File: config.mk
export PLATFORM = sky130hd
export DESIGN_NAME = hed_select
export DESIGN_NICKNAME = d
export VERILOG_FILES = /design/src/design/homogeneity_edge_detector_3x3_macros.svh /design/src/design/hed_pkg.sv /design/src/design/hed_select.sv
export SDC_FILE = /design/constraint.sdc
export NUM_CORES = 2
export LEC_CHECK = 0
export BUFFER_PORTS_ARGS = -buffer_cell sky130_fd_sc_hd__buf_2
export CORE_ASPECT_RATIO = 0.5
export CORE_MARGIN = 2
export CORE_UTILIZATION = 35
export CTS_BUF_LIST = sky130_fd_sc_hd__clkbuf_4
export DETAILED_ROUTE_END_ITERATION = 7
export PLACE_DENSITY_LB_ADDON = 0.08
export SETUP_SLACK_MARGIN = 0.05
export SYNTH_ARGS = -nofsm -noshare
export SYNTH_HDL_FRONTEND = slang
export SYNTH_SLANG_ARGS = --single-unit
File: constraint.sdc
create_clock -name clk -period 8.4 [get_ports clk]
set_input_delay 1.68 -clock clk [delete_from_list [all_inputs] [get_ports clk]]
set_output_delay 1.68 -clock clk [all_outputs]
set_load 0.03 [all_outputs]
File: src/design/homogeneity_edge_detector_3x3_macros.svh
// Assertion macros used by the top level of the homogeneity edge detector.
`ifndef HOMOGENEITY_EDGE_DETECTOR_3X3_MACROS_SVH
`define HOMOGENEITY_EDGE_DETECTOR_3X3_MACROS_SVH

// Checks that the consequent holds in the same cycle as the antecedent.
`define HED_ASSERT_NOW(label, ante, cons, msg) \
    label: assert property (@(posedge clk) disable iff (!rst_n) (ante) |-> (cons)) \
        else $error(msg);

// Checks that the consequent holds in the cycle after the antecedent.
`define HED_ASSERT_NEXT(label, ante, cons, msg) \
    label: assert property (@(posedge clk) disable iff (!rst_n) (ante) |=> (cons)) \
        else $error(msg);

`endif

File: src/design/hed_pkg.sv
// Types, constants and helper functions of the homogeneity edge detector.
`default_nettype none

package hed_pkg;

    localparam int CHANNEL_BITS = 8;
    localparam int PIX_BITS     = 3 * CHANNEL_BITS;
    localparam int SUM_W        = CHANNEL_BITS + 2;

    localparam int CFG_WIDTH_W  = 11;
    localparam int CFG_HEIGHT_W = 13;
    localparam int CFG_DATA_W   = 13;

    localparam int ROW_W        = CFG_HEIGHT_W + 1;
    localparam int OUT_ROW_W    = CFG_HEIGHT_W;

    localparam int WIN_SIZE      = 9;
    localparam int CENTER        = 4;
    localparam int NUM_NEIGHBORS = 8;

    localparam int FIFO_DEPTH = 8;
    localparam int FIFO_PTR_W = 3;
    localparam int FIFO_CNT_W = 4;

    localparam logic [CFG_WIDTH_W-1:0]  WIDTH_RESET  = 11'd640;
    localparam logic [CFG_HEIGHT_W-1:0] HEIGHT_RESET = 13'd480;

    typedef enum logic [0:0] {
        CFG_FRAME_WIDTH  = 1'b0,
        CFG_FRAME_HEIGHT = 1'b1
    } hed_cfg_idx_t;

    typedef logic [CHANNEL_BITS-1:0] hed_chan_t;
    typedef logic [SUM_W-1:0]        hed_sum_t;

    typedef struct packed {
        hed_chan_t blue;
        hed_chan_t green;
        hed_chan_t red;
    } hed_rgb_t;

    typedef struct packed {
        logic      is_flush;
        hed_chan_t pixel_blue;
        hed_chan_t pixel_green;
        hed_chan_t pixel_red;
    } hed_pixel_t;

    typedef struct packed {
        hed_chan_t edge_blue;
        hed_chan_t edge_green;
        hed_chan_t edge_red;
        logic      last_of_frame;
    } hed_edge_t;

    // Frame-boundary status of one centre pixel.
    typedef struct packed {
        logic last;
        logic top_out;
        logic bottom_out;
        logic left_out;
        logic right_out;
    } hed_ctl_t;

    function automatic hed_chan_t abs_diff(input hed_chan_t a, input hed_chan_t b);
        return (a > b) ? (a - b) : (b - a);
    endfunction

endpackage

`default_nettype wire

File: src/design/hed_select.sv
// Neighbor difference stage and first-maximum selection tree.
`default_nettype none

module hed_select
    import hed_pkg::*;
(
    input  logic                      clk,
    input  logic                      rst_n,
    input  logic                      in_valid,
    input  hed_ctl_t                  in_ctl,
    input  hed_rgb_t [WIN_SIZE-1:0]   window,
    output logic                      out_valid,
    output hed_edge_t                 out_edge
);

    hed_rgb_t [NUM_NEIGHBORS-1:0] diff_next;
    hed_rgb_t [NUM_NEIGHBORS-1:0] diff_reg;
    hed_sum_t [NUM_NEIGHBORS-1:0] sum_next;
    hed_sum_t [NUM_NEIGHBORS-1:0] sum_reg;
    logic                         valid_reg;
    logic                         last_reg;

    hed_rgb_t [3:0] l1_diff;
    hed_sum_t [3:0] l1_sum;
    hed_rgb_t [1:0] l2_diff;
    hed_sum_t [1:0] l2_sum;
    hed_rgb_t       best_diff;

    // Neighbors outside the frame read as black. The centre is left out: its
    // difference is zero and it can never be the strict maximum.
    for (genvar r = 0; r < 3; r++)
    begin : g_row
        for (genvar c = 0; c < 3; c++)
        begin : g_col
            localparam int K = r * 3 + c;
            if (K != CENTER)
            begin : g_nb
                localparam int J = (K < CENTER) ? K : K - 1;
                logic     off;
                hed_rgb_t nb;

                assign off = ((r == 0) && in_ctl.top_out)  || ((r == 2) && in_ctl.bottom_out)
                          || ((c == 0) && in_ctl.left_out) || ((c == 2) && in_ctl.right_out);
                assign nb  = off ? '0 : window[K];

                assign diff_next[J].blue  = abs_diff(nb.blue,  window[CENTER].blue);
                assign diff_next[J].green = abs_diff(nb.green, window[CENTER].green);
                assign diff_next[J].red   = abs_diff(nb.red,   window[CENTER].red);
                assign sum_next[J] = SUM_W'(diff_next[J].blue) + SUM_W'(diff_next[J].green)
                                   + SUM_W'(diff_next[J].red);
            end
        end
    end

    always_ff @(posedge clk)
    begin
        diff_reg <= diff_next;
        sum_reg  <= sum_next;
        last_reg <= in_ctl.last;
    end

    always_ff @(posedge clk or negedge rst_n)
    begin
        if (!rst_n)
        begin
            valid_reg <= 1'b0;
        end
        else
        begin
            valid_reg <= in_valid;
        end
    end

    // Ties go to the earlier neighbor, so the tree returns the first maximum.
    // An all-zero maximum yields an all-zero difference by itself.
    always_comb
    begin
        for (int i = 0; i < 4; i++)
        begin
            if (sum_reg[2*i+1] > sum_reg[2*i])
            begin
                l1_sum[i]  = sum_reg[2*i+1];
                l1_diff[i] = diff_reg[2*i+1];
            end
            else
            begin
                l1_sum[i]  = sum_reg[2*i];
                l1_diff[i] = diff_reg[2*i];
            end
        end
        for (int i = 0; i < 2; i++)
        begin
            if (l1_sum[2*i+1] > l1_sum[2*i])
            begin
                l2_sum[i]  = l1_sum[2*i+1];
                l2_diff[i] = l1_diff[2*i+1];
            end
            else
            begin
                l2_sum[i]  = l1_sum[2*i];
                l2_diff[i] = l1_diff[2*i];
            end
        end
        best_diff = (l2_sum[1] > l2_sum[0]) ? l2_diff[1] : l2_diff[0];
    end

    assign out_valid              = valid_reg;
    assign out_edge.edge_blue     = best_diff.blue;
    assign out_edge.edge_green    = best_diff.green;
    assign out_edge.edge_red      = best_diff.red;
    assign out_edge.last_of_frame = last_reg;

endmodule

`default_nettype wire

==> results.sh <==
export IMPL_status="completed"
export IMPL_gp_congestion=0.969
export IMPL_area_growth_pct=12.9
export IMPL_path_clk_slew_ns=0.07
export IMPL_first_pass_iters=5
export IMPL_synth_top_cell_area_share_pct=21.4
export IMPL_rsz0062_at_grt="no"
export IMPL_drv_slew=0
export IMPL_min_path_type="in2async"
export IMPL_synthesis_area_um2=28500
export IMPL_cts_buffers=69
export IMPL_synth_top_cell_by_area="ha_1"
export IMPL_max_freq_mhz=126
export IMPL_maxCapViolCount=0
export IMPL_final_nets=4478
export IMPL_endpoint_kind="output port"
export IMPL_setup_viol=0
export IMPL_yosysUniqueCellTypes=60
export IMPL_synth_nets=4192
export IMPL_core_area_um2=79900
export IMPL_cts_hold_buf=0
export IMPL_hold_viol_final=0
export IMPL_avgRoutedWirePerCell_um=23.4
export IMPL_drc_errors=0
export IMPL_wl_mm=112
export IMPL_grt_pass1_vias=24800
export IMPL_h_tree_depth=3
export IMPL_path_class="reg2out"
export IMPL_io_buffers=249
export IMPL_min_period_ns=7.91
export IMPL_final_cells=4784
export IMPL_cts_root_buf="clkbuf_4"
export IMPL_start_kind="flip-flop"
export IMPL_vias=24900
export IMPL_dp_cells=4657
export IMPL_tightestPinTransition_ns=0.987
export IMPL_largest_reg_flops=192
export IMPL_initial_utilization_pct=35.6
export IMPL_gr_usage_all_layers_pct=26.4
export IMPL_critPathMaxFanout=48
export IMPL_yosys_warnings=0
export IMPL_required_ns=6.72
export IMPL_arrival_ns=6.23
export IMPL_syn_instance_count=3362
export IMPL_period_share_pct=94.2
export IMPL_drive_above_1_share_pct=14.5
export IMPL_dp_hpwl_mm=94.8
export IMPL_antenna_found_initial=6
export IMPL_num_io_pins=250
export IMPL_synth_async_reset_ratio_pct=0.365
export IMPL_utilization_pct=40.2
export IMPL_row_count=73
export IMPL_cts_buffer_depth=3
export IMPL_slew_headroom_pct=34.2
export IMPL_synth_area_leaders="ha_1, dfxtp_1, fa_1"
export IMPL_startpoint="sum_reg[42]$_DFF_P_"
export IMPL_avgViaCountPerCell=5.20
export IMPL_synth_edf_count=0
export IMPL_dieWidth_um=407
export IMPL_grt_pass1_wl_mm=161
export IMPL_fin_setup_tns_ns=0
export IMPL_cts_tree="done"
export IMPL_syn_area_per_cell_um2=8.46
export IMPL_drt_initial_drc_count=1766
export IMPL_cts_sinks=274
export IMPL_ys_seq_area_share_pct=19.3
export IMPL_synthFlopType="dfxtp_1"
export IMPL_grt_max_degree=49
export IMPL_die_h_um=206
export IMPL_grt_overflow=0
export IMPL_ant_nets=0
export IMPL_dieArea_um2=83700
export IMPL_synth_seq_cells=274
[through the flow]
stage	setup slack [ns]	area, um^2	hold WS (ns)
final	0.488	32100	0.672
after global routing	0.0526	32100	0.576
after CTS	0.158	32100	0.565
after detailed placement	0.799	31200	1.46
after global placement	0.875	31200	1.45
after floorplan	1.39	28500	1.38
[cell usage after synthesis, types with 70 or more instances]
| cell type | instances |
|---|---|
| ha_1 | 486 |
| inv_1 | 391 |
| a21oi_1 | 321 |
| nand2_1 | 313 |
| dfxtp_1 | 273 |
| o21ai_0 | 215 |
| mux2i_1 | 147 |
| fa_1 | 120 |
| xnor2_1 | 119 |
| nand2b_1 | 112 |
| clkbuf_1 | 90 |
| a21o_1 | 85 |
| mux2_2 | 76 |
| nor2b_1 | 74 |
| nand4_1 | 70 |
[worst max-delay path: stages (launching register included)]
cell and delay (ns):
dfxtp_1 0.35, inv_1 0.05, ha_1 0.30, nor2_1 0.11
a211oi_1 0.06, a2111o_1 0.42, a21o_2 0.32, mux2i_1 0.20
ha_1 0.35, nand4_1 0.21, a21oi_1 0.20, a211oi_1 0.07
o21ai_1 0.24, o31ai_4 0.19, buf_12 0.21, a21oi_2 0.28
ha_1 0.30, a21o_1 0.16, a21o_1 0.18, a21oi_1 0.16
o211ai_1 0.11, nand2_1 0.09, clkbuf_8 0.32, a31oi_1 0.10
a32o_1 0.27, buf_2 0.19
[final cells by class]
cell class,count,area [um^2]
repair buffers,311,1730
fillers,8349,47800
diodes,1,2.50
well taps,1087,1360
clock inverters,26,155
inverters,391,1470
flip-flops and latches,274,5490
clock buffers,93,698
multi-input cells,2601,21200
[logic make-up (layout without fill, tap and decap cells)]
| kind of cell | after synthesis | in the layout | share of synthesized area (%) |
|---|---|---|---|
| AO/OA/AOI/OAI | 814 | 814 | 17.0 |
| AND/OR/NAND/NOR | 771 | 771 | 13.5 |
| adder cells (fa/ha/maj) | 606 | 606 | 29.8 |
| buffers and inverters | 487 | 821 | 6.46 |
| flip-flops | 274 | 274 | 19.3 |
| multiplexers | 223 | 223 | 8.18 |
| XOR/XNOR | 187 | 187 | 5.76 |
| other | 0 | 1 | 0 |
[what timing repair did]
| action | 4_1_cts | 5_1_grt |
|---|---|---|
| buffers inserted | 7 | 0 |
| pin swaps | 2 | 0 |
| cloned | 0 | 0 |
| gates resized for setup | 2 | 11 |
| endpoints found under the setup margin | 24 | 24 |
[cells in the final DEF (no fill, tap or decap), types with 70 or more instances in the layout]
cell,instances
ha_1,486
inv_1,391
nand2_1,312
xnor2_1,119
nor2b_1,74
a21oi_1,317
nand2b_1,112
mux2i_1,144
a21o_1,84
buf_2,249
mux2_2,76
dfxtp_1,273
o21ai_0,213
fa_1,120
clkbuf_4,93
nand4_1,70
[worst paths after layout]
check	end	cells after the start	slack, ns
setup / recovery	out_edge[20]	25	0.49
hold / removal	out_valid$_DFF_PN0_	1	0.67
max in group asynchronous	out_valid$_DFF_PN0_	1	7.64
min in group clk	last_reg$_DFF_P_	1	1.01
[metal layers]
metal  share of wire, %  up-vias  routed length, um  GRT usage (%)
met4                1.8        0               2000           5.52
met1                 49    11900              54300           37.4
li1                   -    12100                  -              -
met3                6.5      116               7270           5.54
met2                 43      682              48300           41.2
met5                  0        -                  0              0
Power is not shown: default switching activity piles up to over one toggle a cycle in this logic, so the estimate is an artifact.
